--- src/euclid_gcd_lcm_fraction_reducer_assert.svh ---
// Assertion macros shared by the GCD/LCM/fraction reducer RTL.
`ifndef EUCLID_GCD_LCM_FRACTION_REDUCER_ASSERT_SVH
`define EUCLID_GCD_LCM_FRACTION_REDUCER_ASSERT_SVH

// Same-cycle implication, checked outside reset.
`define EGL_ASSERT_IMP(label, ante, cons, msg) \
    label: assert property (@(posedge i_clk) disable iff (!i_rst_n) (ante) |-> (cons)) \
        else $error(msg);

// Next-cycle implication, checked outside reset.
`define EGL_ASSERT_NXT(label, ante, cons, msg) \
    label: assert property (@(posedge i_clk) disable iff (!i_rst_n) (ante) |=> (cons)) \
        else $error(msg);

`endif

--- src/egl_pkg.sv ---
// Package with widths, request codes and shared types of the GCD/LCM/fraction reducer.
package egl_pkg;

    // Operand width used by the arithmetic (8 to 32); port fields stay fixed.
    localparam int OPW    = 32;
    localparam int W_IN   = 32;
    localparam int W_MAIN = 64;
    localparam int W_REQ  = 2;
    localparam int CNTW   = $clog2(OPW + 1);

    // Request codes.
    localparam logic [W_REQ-1:0] REQ_GCD  = 2'd0;
    localparam logic [W_REQ-1:0] REQ_LCM  = 2'd1;
    localparam logic [W_REQ-1:0] REQ_FRAC = 2'd2;

    // Status returned by the shared divider.
    typedef struct packed {
        logic busy;
        logic done;
    } t_div_stat;

endpackage

--- src/egl_div.sv ---
// Shared restoring divider, one quotient bit per cycle.
module egl_div (
    input  logic                   i_clk,
    input  logic                   i_rst_n,
    input  logic                   i_start,
    input  logic [egl_pkg::OPW-1:0] i_dividend,
    input  logic [egl_pkg::OPW-1:0] i_divisor,
    output logic [egl_pkg::OPW-1:0] o_quotient,
    output logic [egl_pkg::OPW-1:0] o_remainder,
    output egl_pkg::t_div_stat     o_stat
);
    import egl_pkg::*;

    logic [OPW-1:0]  r_rem;
    logic [OPW-1:0]  r_quo;
    logic [OPW-1:0]  r_dvs;
    logic [CNTW-1:0] r_cnt;
    logic            r_busy;
    logic            r_done;
    logic [OPW-1:0]  n_rem;
    logic [OPW-1:0]  n_quo;
    logic [OPW:0]    w_shift;
    logic [OPW:0]    w_diff;

    // One shift-and-subtract step of the restoring division.
    always_comb begin
        w_shift = {r_rem, r_quo[OPW-1]};
        w_diff  = w_shift - {1'b0, r_dvs};
        if (!w_diff[OPW]) begin
            n_rem = w_diff[OPW-1:0];
            n_quo = {r_quo[OPW-2:0], 1'b1};
        end else begin
            n_rem = w_shift[OPW-1:0];
            n_quo = {r_quo[OPW-2:0], 1'b0};
        end
    end

    // Control: a start loads the operands, then OPW steps run.
    always_ff @(posedge i_clk) begin
        if (!i_rst_n) begin
            r_busy <= 1'b0;
            r_done <= 1'b0;
            r_cnt  <= '0;
        end else begin
            r_done <= 1'b0;
            if (i_start) begin
                r_busy <= 1'b1;
                r_cnt  <= CNTW'(OPW);
            end else if (r_busy) begin
                r_cnt <= r_cnt - CNTW'(1);
                if (r_cnt == CNTW'(1)) begin
                    r_busy <= 1'b0;
                    r_done <= 1'b1;
                end
            end
        end
    end

    // Datapath registers.
    always_ff @(posedge i_clk) begin
        if (i_start) begin
            r_rem <= '0;
            r_quo <= i_dividend;
            r_dvs <= i_divisor;
        end else if (r_busy) begin
            r_rem <= n_rem;
            r_quo <= n_quo;
        end
    end

    assign o_quotient  = r_quo;
    assign o_remainder = r_rem;
    assign o_stat.busy = r_busy;
    assign o_stat.done = r_done;

endmodule

--- src/euclid_gcd_lcm_fraction_reducer.sv ---
// Top level: sequencer around the shared divider for GCD, LCM and fraction reduction.
//
//  Channel  Direction  Handshake           Payload
//  input    in         i_valid / o_stall   i_req_type, i_operand_a, i_operand_b
//  output   out        o_valid / i_stall   o_result_main, o_result_second, o_div_zero
//
// Each division on the shared divider runs a load, OPW steps and a done strobe.
// A request runs k remainder divisions for the GCD, two more (a/g, b/g) for a fraction,
// or one more (a/g) plus a multiply state for the LCM.
// A zero second operand skips the divider and goes straight to the result state.
// The input stalls from acceptance until the result transaction completes.
// Reset is synchronous and active low; it empties the block.
module euclid_gcd_lcm_fraction_reducer (
    input  logic                      i_clk,
    input  logic                      i_rst_n,
    input  logic                      i_valid,
    output logic                      o_stall,
    input  logic [egl_pkg::W_REQ-1:0] i_req_type,
    input  logic [egl_pkg::W_IN-1:0]  i_operand_a,
    input  logic [egl_pkg::W_IN-1:0]  i_operand_b,
    output logic                      o_valid,
    input  logic                      i_stall,
    output logic [egl_pkg::W_MAIN-1:0] o_result_main,
    output logic [egl_pkg::W_IN-1:0]  o_result_second,
    output logic                      o_div_zero
);
    import egl_pkg::*;

    `include "euclid_gcd_lcm_fraction_reducer_assert.svh"

    typedef enum logic [5:0] {
        ST_IDLE = 6'b000001,
        ST_EUC  = 6'b000010,
        ST_QA   = 6'b000100,
        ST_QB   = 6'b001000,
        ST_MUL  = 6'b010000,
        ST_OUT  = 6'b100000
    } t_state;

    t_state           r_state, n_state;
    logic             r_go, n_go;
    logic [W_REQ-1:0] r_req, n_req;
    logic [OPW-1:0]   r_sa, n_sa;
    logic [OPW-1:0]   r_sb, n_sb;
    logic [OPW-1:0]   r_dvd, n_dvd;
    logic [OPW-1:0]   r_dvs, n_dvs;
    logic [OPW-1:0]   r_qa, n_qa;
    logic [W_MAIN-1:0] r_main, n_main;
    logic [OPW-1:0]   r_second, n_second;
    logic             r_flag, n_flag;

    logic [OPW-1:0]   w_a, w_b;
    logic [OPW-1:0]   w_div_dvd, w_div_dvs;
    logic [OPW-1:0]   w_div_quo, w_div_rem;
    t_div_stat        w_div_stat;
    logic [2*OPW-1:0] w_prod;

    // Only the low OPW bits of each operand take part.
    assign w_a = i_operand_a[OPW-1:0];
    assign w_b = i_operand_b[OPW-1:0];

    // Operand selection for the shared divider.
    always_comb begin
        case (r_state)
            ST_QA: begin
                w_div_dvd = r_sa;
                w_div_dvs = r_dvd;
            end
            ST_QB: begin
                w_div_dvd = r_sb;
                w_div_dvs = r_dvd;
            end
            default: begin
                w_div_dvd = r_dvd;
                w_div_dvs = r_dvs;
            end
        endcase
    end

    egl_div u_div (
        .i_clk       (i_clk),
        .i_rst_n     (i_rst_n),
        .i_start     (r_go),
        .i_dividend  (w_div_dvd),
        .i_divisor   (w_div_dvs),
        .o_quotient  (w_div_quo),
        .o_remainder (w_div_rem),
        .o_stat      (w_div_stat)
    );

    // LCM as (a / g) * b, which is exact since g divides a.
    assign w_prod = (2*OPW)'(r_qa) * (2*OPW)'(r_sb);

    // Sequencer.
    always_comb begin
        n_state  = r_state;
        n_go     = 1'b0;
        n_req    = r_req;
        n_sa     = r_sa;
        n_sb     = r_sb;
        n_dvd    = r_dvd;
        n_dvs    = r_dvs;
        n_qa     = r_qa;
        n_main   = r_main;
        n_second = r_second;
        n_flag   = r_flag;
        unique case (r_state)
            ST_IDLE: begin
                if (i_valid) begin
                    n_req    = i_req_type;
                    n_sa     = w_a;
                    n_sb     = w_b;
                    n_main   = '0;
                    n_second = '0;
                    n_dvd    = w_a;
                    if (w_b == '0) begin
                        n_dvs   = '0;
                        n_flag  = 1'b1;
                        n_state = ST_OUT;
                    end else begin
                        n_dvs   = w_b;
                        n_flag  = 1'b0;
                        n_go    = 1'b1;
                        n_state = ST_EUC;
                    end
                end
            end
            ST_EUC: begin
                if (w_div_stat.done) begin
                    n_dvd = r_dvs;
                    n_dvs = w_div_rem;
                    if (w_div_rem == '0) begin
                        case (r_req) inside
                            REQ_GCD: begin
                                n_main  = W_MAIN'(r_dvs);
                                n_state = ST_OUT;
                            end
                            REQ_LCM, REQ_FRAC: begin
                                n_go    = 1'b1;
                                n_state = ST_QA;
                            end
                            default: begin
                                n_state = ST_OUT;
                            end
                        endcase
                    end else begin
                        n_go = 1'b1;
                    end
                end
            end
            ST_QA: begin
                if (w_div_stat.done) begin
                    n_qa = w_div_quo;
                    if (r_req == REQ_LCM) begin
                        n_state = ST_MUL;
                    end else begin
                        n_go    = 1'b1;
                        n_state = ST_QB;
                    end
                end
            end
            ST_QB: begin
                if (w_div_stat.done) begin
                    n_second = w_div_quo;
                    n_main   = W_MAIN'(r_qa);
                    n_state  = ST_OUT;
                end
            end
            ST_MUL: begin
                n_main  = W_MAIN'(w_prod);
                n_state = ST_OUT;
            end
            ST_OUT: begin
                if (!i_stall) begin
                    n_state = ST_IDLE;
                end
            end
            default: begin
                n_state = ST_IDLE;
            end
        endcase
    end

    // Control and working registers.
    always_ff @(posedge i_clk) begin
        if (!i_rst_n) begin
            r_state <= ST_IDLE;
            r_go    <= 1'b0;
            r_req   <= '0;
            r_sa    <= '0;
            r_sb    <= '0;
            r_dvd   <= '0;
            r_dvs   <= '0;
        end else begin
            r_state <= n_state;
            r_go    <= n_go;
            r_req   <= n_req;
            r_sa    <= n_sa;
            r_sb    <= n_sb;
            r_dvd   <= n_dvd;
            r_dvs   <= n_dvs;
        end
    end

    // Result registers.
    always_ff @(posedge i_clk) begin
        r_qa     <= n_qa;
        r_main   <= n_main;
        r_second <= n_second;
        r_flag   <= n_flag;
    end

    assign o_stall         = (r_state != ST_IDLE);
    assign o_valid         = (r_state == ST_OUT);
    assign o_result_main   = r_main;
    assign o_result_second = W_IN'(r_second);
    assign o_div_zero      = r_flag;

    // A finished run always leaves a zero divisor.
    `EGL_ASSERT_IMP(a_out_dvs_zero, r_state == ST_OUT, r_dvs == '0, "divisor not zero at result")
    // The divider is never started while busy.
    `EGL_ASSERT_IMP(a_start_idle_div, r_go, !w_div_stat.busy, "divider started while busy")
    // A division-by-zero result carries zero values.
    `EGL_ASSERT_IMP(a_flag_zero, o_valid && r_flag, r_main == '0 && r_second == '0,
        "nonzero result with error flag")
    // An accepted transaction leaves the idle state.
    `EGL_ASSERT_NXT(a_accept_busy, i_valid && !o_stall, r_state != ST_IDLE,
        "idle after acceptance")

endmodule

--- config.mk ---
export PLATFORM = sky130hd
export DESIGN_NAME = euclid_gcd_lcm_fraction_reducer
export DESIGN_NICKNAME = d
export VERILOG_FILES = /design/src/egl_pkg.sv /design/src/egl_div.sv /design/src/euclid_gcd_lcm_fraction_reducer.sv
export VERILOG_INCLUDE_DIRS = /design/src /design/src/src
export SDC_FILE = /design/constraint.sdc
export NUM_CORES = 2
export LEC_CHECK = 0
export BUFFER_PORTS_ARGS = -buffer_cell sky130_fd_sc_hd__buf_4
export CAP_MARGIN = 40
export CELL_PAD_IN_SITES_DETAIL_PLACEMENT = 1
export CELL_PAD_IN_SITES_GLOBAL_PLACEMENT = 1
export CORE_MARGIN = 8
export CORE_UTILIZATION = 40
export DETAILED_ROUTE_END_ITERATION = 12
export GPL_TIMING_DRIVEN = 0
export PLACE_DENSITY_LB_ADDON = 0.3
export SLEW_MARGIN = 10
export SYNTH_ARGS = -nofsm -noshare
export SYNTH_HDL_FRONTEND = slang
export SYNTH_SLANG_ARGS = --single-unit
--- constraint.sdc ---
create_clock -name i_clk -period 17.1 [get_ports i_clk]
set_clock_uncertainty 0.05 [all_clocks]
set_input_delay 2.565 -clock i_clk [delete_from_list [all_inputs] [get_ports i_clk]]
set_output_delay 2.565 -clock i_clk [all_outputs]
set_load 0.05 [all_outputs]
---- After elaboration in Yosys (flattened, before gate mapping) ----
Index checks and enable logic that the tools add are counted.
word-level totals
  output and inout bits ................... 99
  bits of input ports ..................... 70
  register bits ........................... 370
cells by class
  mux-type cells .......................... 49
  equal/unequal tests ..................... 17
  reductions and logical operators ........ 17
  $mul .................................... 1
  bitwise gates (word level) .............. 2
  add/sub/neg operators ................... 2
operators by type and width
  operator               count
  $mux W32               11
  $mux W64               5
  $pmux W32 S2           4
  $pmux W64 S4           1
  $mux W6                11
  $logic_not A32 Y1      2
  $mul A32 B32 Y64       1
  $pmux W6 S6            1
  $sub A33 B32 Y33       1
  $mux W1                14
  $eq A6 B1 Y1 const B   2
  $reduce_and A6 Y1      2
  $ne A2 B2 Y1 const B   4
  $eq A6 B2 Y1 const B   1
  $eq A6 B3 Y1 const B   1
  $eq A6 B4 Y1 const B   1
  $eq A6 B5 Y1 const B   1
  $eq A6 B6 Y1 const B   1
  $ne A2 B1 Y1 const B   3
  $ne A6 B1 Y1 const B   1
  $reduce_and A3 Y1      2
  $reduce_bool A2 Y1     3
  $reduce_or A2 Y1       3
  $sub A6 B1 Y6 const B  1
  other kinds (9)        11

---- Longest topological paths before layout ----
  depth after elaboration ................. 7
  gate-level depth with buffers ........... 27
  gate-level depth less buffers ........... 25

---- Cells and area by module ----
Synthesis repeated with hierarchy kept, for this count alone.
second synthesis, totals
  cells, all modules ...................... 5,441
  area total of the unflattened synthesis .. 50,813.7 sq um
by module, submodules not included
  module                           times used  area each (sq um)  cells an instance
  euclid_gcd_lcm_fraction_reducer  1           44,828.0           4,867
  egl_div                          1           5,985.7            574

---- Least setup slack after synthesis ----
OpenSTA, ideal clock, no wires.
  path type ............................... reg-to-reg
  start ................................... reg r_qa[22]
  end ..................................... reg r_main[59] (netlist: o_result_main[59]), data pin
  path buffers ............................ 2
  path slack .............................. 9,934 ps
  data arrival time ....................... 6,855 ps
  clock period less this slack ............ 7,166 ps
  data required time ...................... 16,790 ps
  stages on the path, launching flop included .. 26
  cells stage by stage .................... edfxtp_1 clkbuf_1 and2_1 fa_1 inv_1 fa_1 fa_1 fa_1 inv_1 fa_1 fa_1 fa_1 inv_1 fa_1 inv_1 ha_1 clkbuf_2 and3_1 nand4_1 nor4_2 a2111oi_0 o2111a_1 o21ai_1 a21o_1 a21oi_1 mux2i_1
between the ends
  longest elaborated chain between the ends .. 2
ends and longest elaborated chain
  element                 RTL line                                RTL
  from (decl)             euclid_gcd_lcm_fraction_reducer.sv:47   logic [OPW-1:0] r_qa, n_qa;
  from (signal assigned)  euclid_gcd_lcm_fraction_reducer.sv:207  r_qa <= n_qa;
  $mul A32 B32 Y64        euclid_gcd_lcm_fraction_reducer.sv:92   assign w_prod = (2*OPW)'(r_qa) * (2*OPW)'(r_sb);
  $pmux W64 S4            euclid_gcd_lcm_fraction_reducer.sv:107  unique case (r_state)
  net n_main[59]          euclid_gcd_lcm_fraction_reducer.sv:48   logic [W_MAIN-1:0] r_main, n_main;
  to (signal assigned)    euclid_gcd_lcm_fraction_reducer.sv:208  r_main <= n_main;
  to (decl)               euclid_gcd_lcm_fraction_reducer.sv:48
The timed path passes the listed nets, and every way through them passes these cells.
A chain may end at the register's enable or synchronous reset.

---- Worst setup path in the final report ----
  start ................................... reg r_sb[18]
  end ..................................... reg r_main[63] (netlist: o_result_main[63]), data pin
between the ends
  longest elaborated chain between the ends .. 2
ends and longest elaborated chain
  element                 RTL line                                RTL
  from (decl)             euclid_gcd_lcm_fraction_reducer.sv:44   logic [OPW-1:0] r_sb, n_sb;
  from (signal assigned)  euclid_gcd_lcm_fraction_reducer.sv:199  r_sb <= n_sb;
  $mul A32 B32 Y64        euclid_gcd_lcm_fraction_reducer.sv:92
  $pmux W64 S4            euclid_gcd_lcm_fraction_reducer.sv:107
  net n_main[63]          euclid_gcd_lcm_fraction_reducer.sv:48
The timed path passes the listed nets, and every way through them passes these cells.

==> metrics.md <==
| Metric | Value |
|---|---|
| CP endpoint kind | register |
| Commonest non-fill, non-tap cell in the layout | inv_1 |
| Worst-skew pair later-pin latency | around 610 ps |
| Worst Path Required | roughly 17000 ps |
| GRT Util Overall | ~31% |
| Routability cong. | 1.03 |
| Cts repair resizes | 0 |
| Gate Count Post-Synth | 5420 |
| Die height | between 300 and 400 um |
| Pre-antenna DRT Iters | 9 |
| I/O Buffers | ~170 |
| Seq/Total Area, Yosys | between 10% and 20% |
| Syn_nets | 6686 |
| WL final | between 200000 and 250000 um |
| Tcrit/Tclk final | between 50% and 60% |
| Grt peak-use layer | met2 |
| CTS tree | yes |
| Max clock buf depth | 3 |
| Post-DP HPWL | 182000 um |
| Placed cell count | 7343 |
| Die W | 371 um |
| Met2 GRT Util | between 40% and 50% |
| Met1 Resource Use GR | 40.9% |
| Hold Path End | r_sa[23] |
| Fillers | 14500 |
| Clock sink count | 370 |
| Relative slew margins | 32.3% |
| Maxcap violations | 0 |
| Antenna Nets Post-Route | 0 |
| Max-slew violation count | 0 |
| Setup Viol. Count Final | 0 |
| WL/cell | 28.8 um |
| Clock root buffer | clkbuf_16 |
| Mux share of post-synthesis cell area | under 10% |
| Share of cells above drive strength 1 | around 7.5% |
| Synth Area in Compound Gates | around 9% |
| Grt total ovfl | 0 |
| Worst-path clk slew | around 70 ps |
| First-pass GRT wire length | just over 300000 um |
| Actual slew at the worst max-slew pin | just over 1000 ps |
| Initial core utilization | between 40 and 50% |
| Largest family of logic cells by synthesized area | adder cells |
| Grt met3 use | between 6 and 7% |
| WHS | between 400 and 500 ps |
| Status | complete, no violations |
| Initial DRC count | roughly 4000 |
| Final Hold Viols | 0 |
| Yosys warnings | 0 |
| Area of the multi-input gates | between 30000 and 40000 um2 |
| Synth-to-Final Area Change | 12.3% |
| Non-Filler Instances | around 7400 |
| Cell variety after synth | 86 |
| Setup TNS | 0 ps |
| DR vias/cell | between 5 and 6 |
| Drt drc | 0 |
| Worst r2r src | r_sb[18] |
| DR vias | between 40000 and 50000 |
| Reg2reg end | o_result_main[63] |
| Adder-Cell Fraction of Synth Area | around 43% |
| TritonCTS Buffers | 40 |
| Hold Crit Depth | 2 |
| Fin crit period | 9620 ps |
| RSZ-0062 raised after global routing | false |
| Hold path startpoint | r_sa[23] |
| H-tree depth | 2 |
| Die footprint | 138000 um2 |
| Worst path arrival time | between 9000 and 10000 ps |
| Largest net degree at the start of global routing | 33 |
| Number of global-route vias before repair | 45000 |
| Hold WC Path Type | register to register |
| Core area | 125000 um2 |
| Final cell utilization of the core | a little under half |
| Max frequency | between 100 and 150 MHz |
| # rows | between 100 and 150 |
| I/O pin count | between 150 and 200 |
| Number of enable flip-flop cells after synthesis | around 190 |
| Hold_buf cts | 0 |
| Mean Syn Cell Area | 9.32 um2 |
| Setup repair bufs after CTS | 0 |
| Synth Cell Area | roughly 50000 um2 |
| Commonest non-fill, non-tap cells in the layout | inv_1, fa_1, nand2_1 |
| Synth Area in XOR/XNOR | 1.28% |
| Nets | approximately 7000 |
| CP Launch Type | register |
| Simple-gate area share of the yosys netlist | 18.1% |
| R2R setup slack | between 7000 and 8000 ps |
| Top_reg_cell synth | edfxtp_1 |
| FF/Latch Area | just over 9000 um2 |
| Critical Path Fanout Max | 10 |
| Post-synth ARST share | 0% |
| Register bit total from synthesis | 370 |
| Initial antenna violation count | 28 |
| Critical path class | register to register |
| Reg2reg path depth | 24 |
[how the worst max path moves through the flow]
stage	start	endpoint	cells after the start
finish	r_sb[18]	o_result_main[63]	24
global route	r_sb[23]	o_result_main[63]	25
CTS	r_sb[8]	o_result_main[63]	24
detailed placement	r_sb[8]	o_result_main[63]	24
global placement	r_sb[25]	o_result_main[63]	25
floorplan	r_qa[22]	o_result_main[59]	25
[layer usage]
layer | vias to the layer above | routed length (um)
met5 | - | 25
met3 | 530 | 20800
li1 | 17600 | -
met4 | 4 | 12700
met2 | 2120 | 95500
met1 | 22000 | 85400
[registers in the layout, indices dropped and copies added, names as in the netlist]
name               flops
u_div.r_busy           1
r_go                   1
u_div.o_remainder     32
u_div.r_cnt            6
r_req                  2
o_div_zero             1
r_sb                  32
r_state                6
r_qa                  32
r_sa                  32
o_result_main         64
r_dvs                 32
u_div.r_dvs           32
r_dvd                 32
o_result_second       32
u_div.r_done           1
u_div.o_quotient      32
[layout make-up]
class	instances	area share [%]
clock buffers	56	2.06
plain buffers	331	2.26
well taps	1650	3.64
multi-input cells	3807	64.4
repair buffers	278	4.74
inverters	912	6.04
flip-flops and latches	370	16.5
diodes	19	0.0838
clock inverters	18	0.335
[cells in the mapped netlist (all sizes together), types with 9 or more instances]
master | number | area share, %
nand3 | 90 | 0.89
mux2 | 34 | 0.76
a211oi | 34 | 0.55
nand4 | 22 | 0.28
a31oi | 44 | 0.54
o21a | 14 | 0.21
o211a | 66 | 1.3
a22oi | 31 | 0.46
or2 | 10 | 0.12
xnor2 | 43 | 0.75
nor3 | 38 | 0.44
buf | 23 | 0.24
and3 | 11 | 0.14
inv | 912 | 6.8
a21o | 51 | 0.76
o211ai | 36 | 0.53
mux2i | 19 | 0.38
ha | 299 | 7.4
and2 | 631 | 7.8
dfxtp | 177 | 7.0
nor2 | 155 | 1.2
nor4 | 24 | 0.32
fa | 897 | 36
nor3b | 9 | 0.13
o21bai | 16 | 0.24
o21ai | 53 | 0.53
xor2 | 31 | 0.54
nand2b | 10 | 0.12
edfxtp | 193 | 11
a21boi | 74 | 1.1
clkbuf | 308 | 2.3
a21oi | 131 | 1.3
nand2 | 840 | 6.2
[worst max-delay path, cell delays in order (launching register included)]
cell	delay (ps)
dfxtp_1	920
clkbuf_1	660
nand2_1	170
fa_1	550
fa_1	570
inv_1	60
fa_1	480
fa_1	580
fa_1	450
fa_1	470
fa_1	530
inv_1	60
fa_1	590
inv_1	80
ha_1	270
clkbuf_2	240
and3_1	420
nand4_1	210
nor4_2	330
nand3_1	150
o2111a_1	400
o21a_1	310
nor3_1	450
o22ai_1	150
mux2i_1	150
[kinds of logic after synthesis]
family,after synthesis
AOI/OAI and AO/OA,616
xor gates and xnor gates,74
adders and majority gates,1196
buffers and inverters,1243
DFF,370
muxes,53
and+or+nand+nor,1868
[stage by stage]
step                setup slack, ps  area [um2]
floorplan                      9930       50500
global placement               7450       53800
detailed placement             7630       55300
CTS                            7600       56600
global route                   7360       56700
finish                         7480       56700
Power is not shown: default switching activity piles up to over one toggle a cycle in this logic, so the estimate is an artifact.
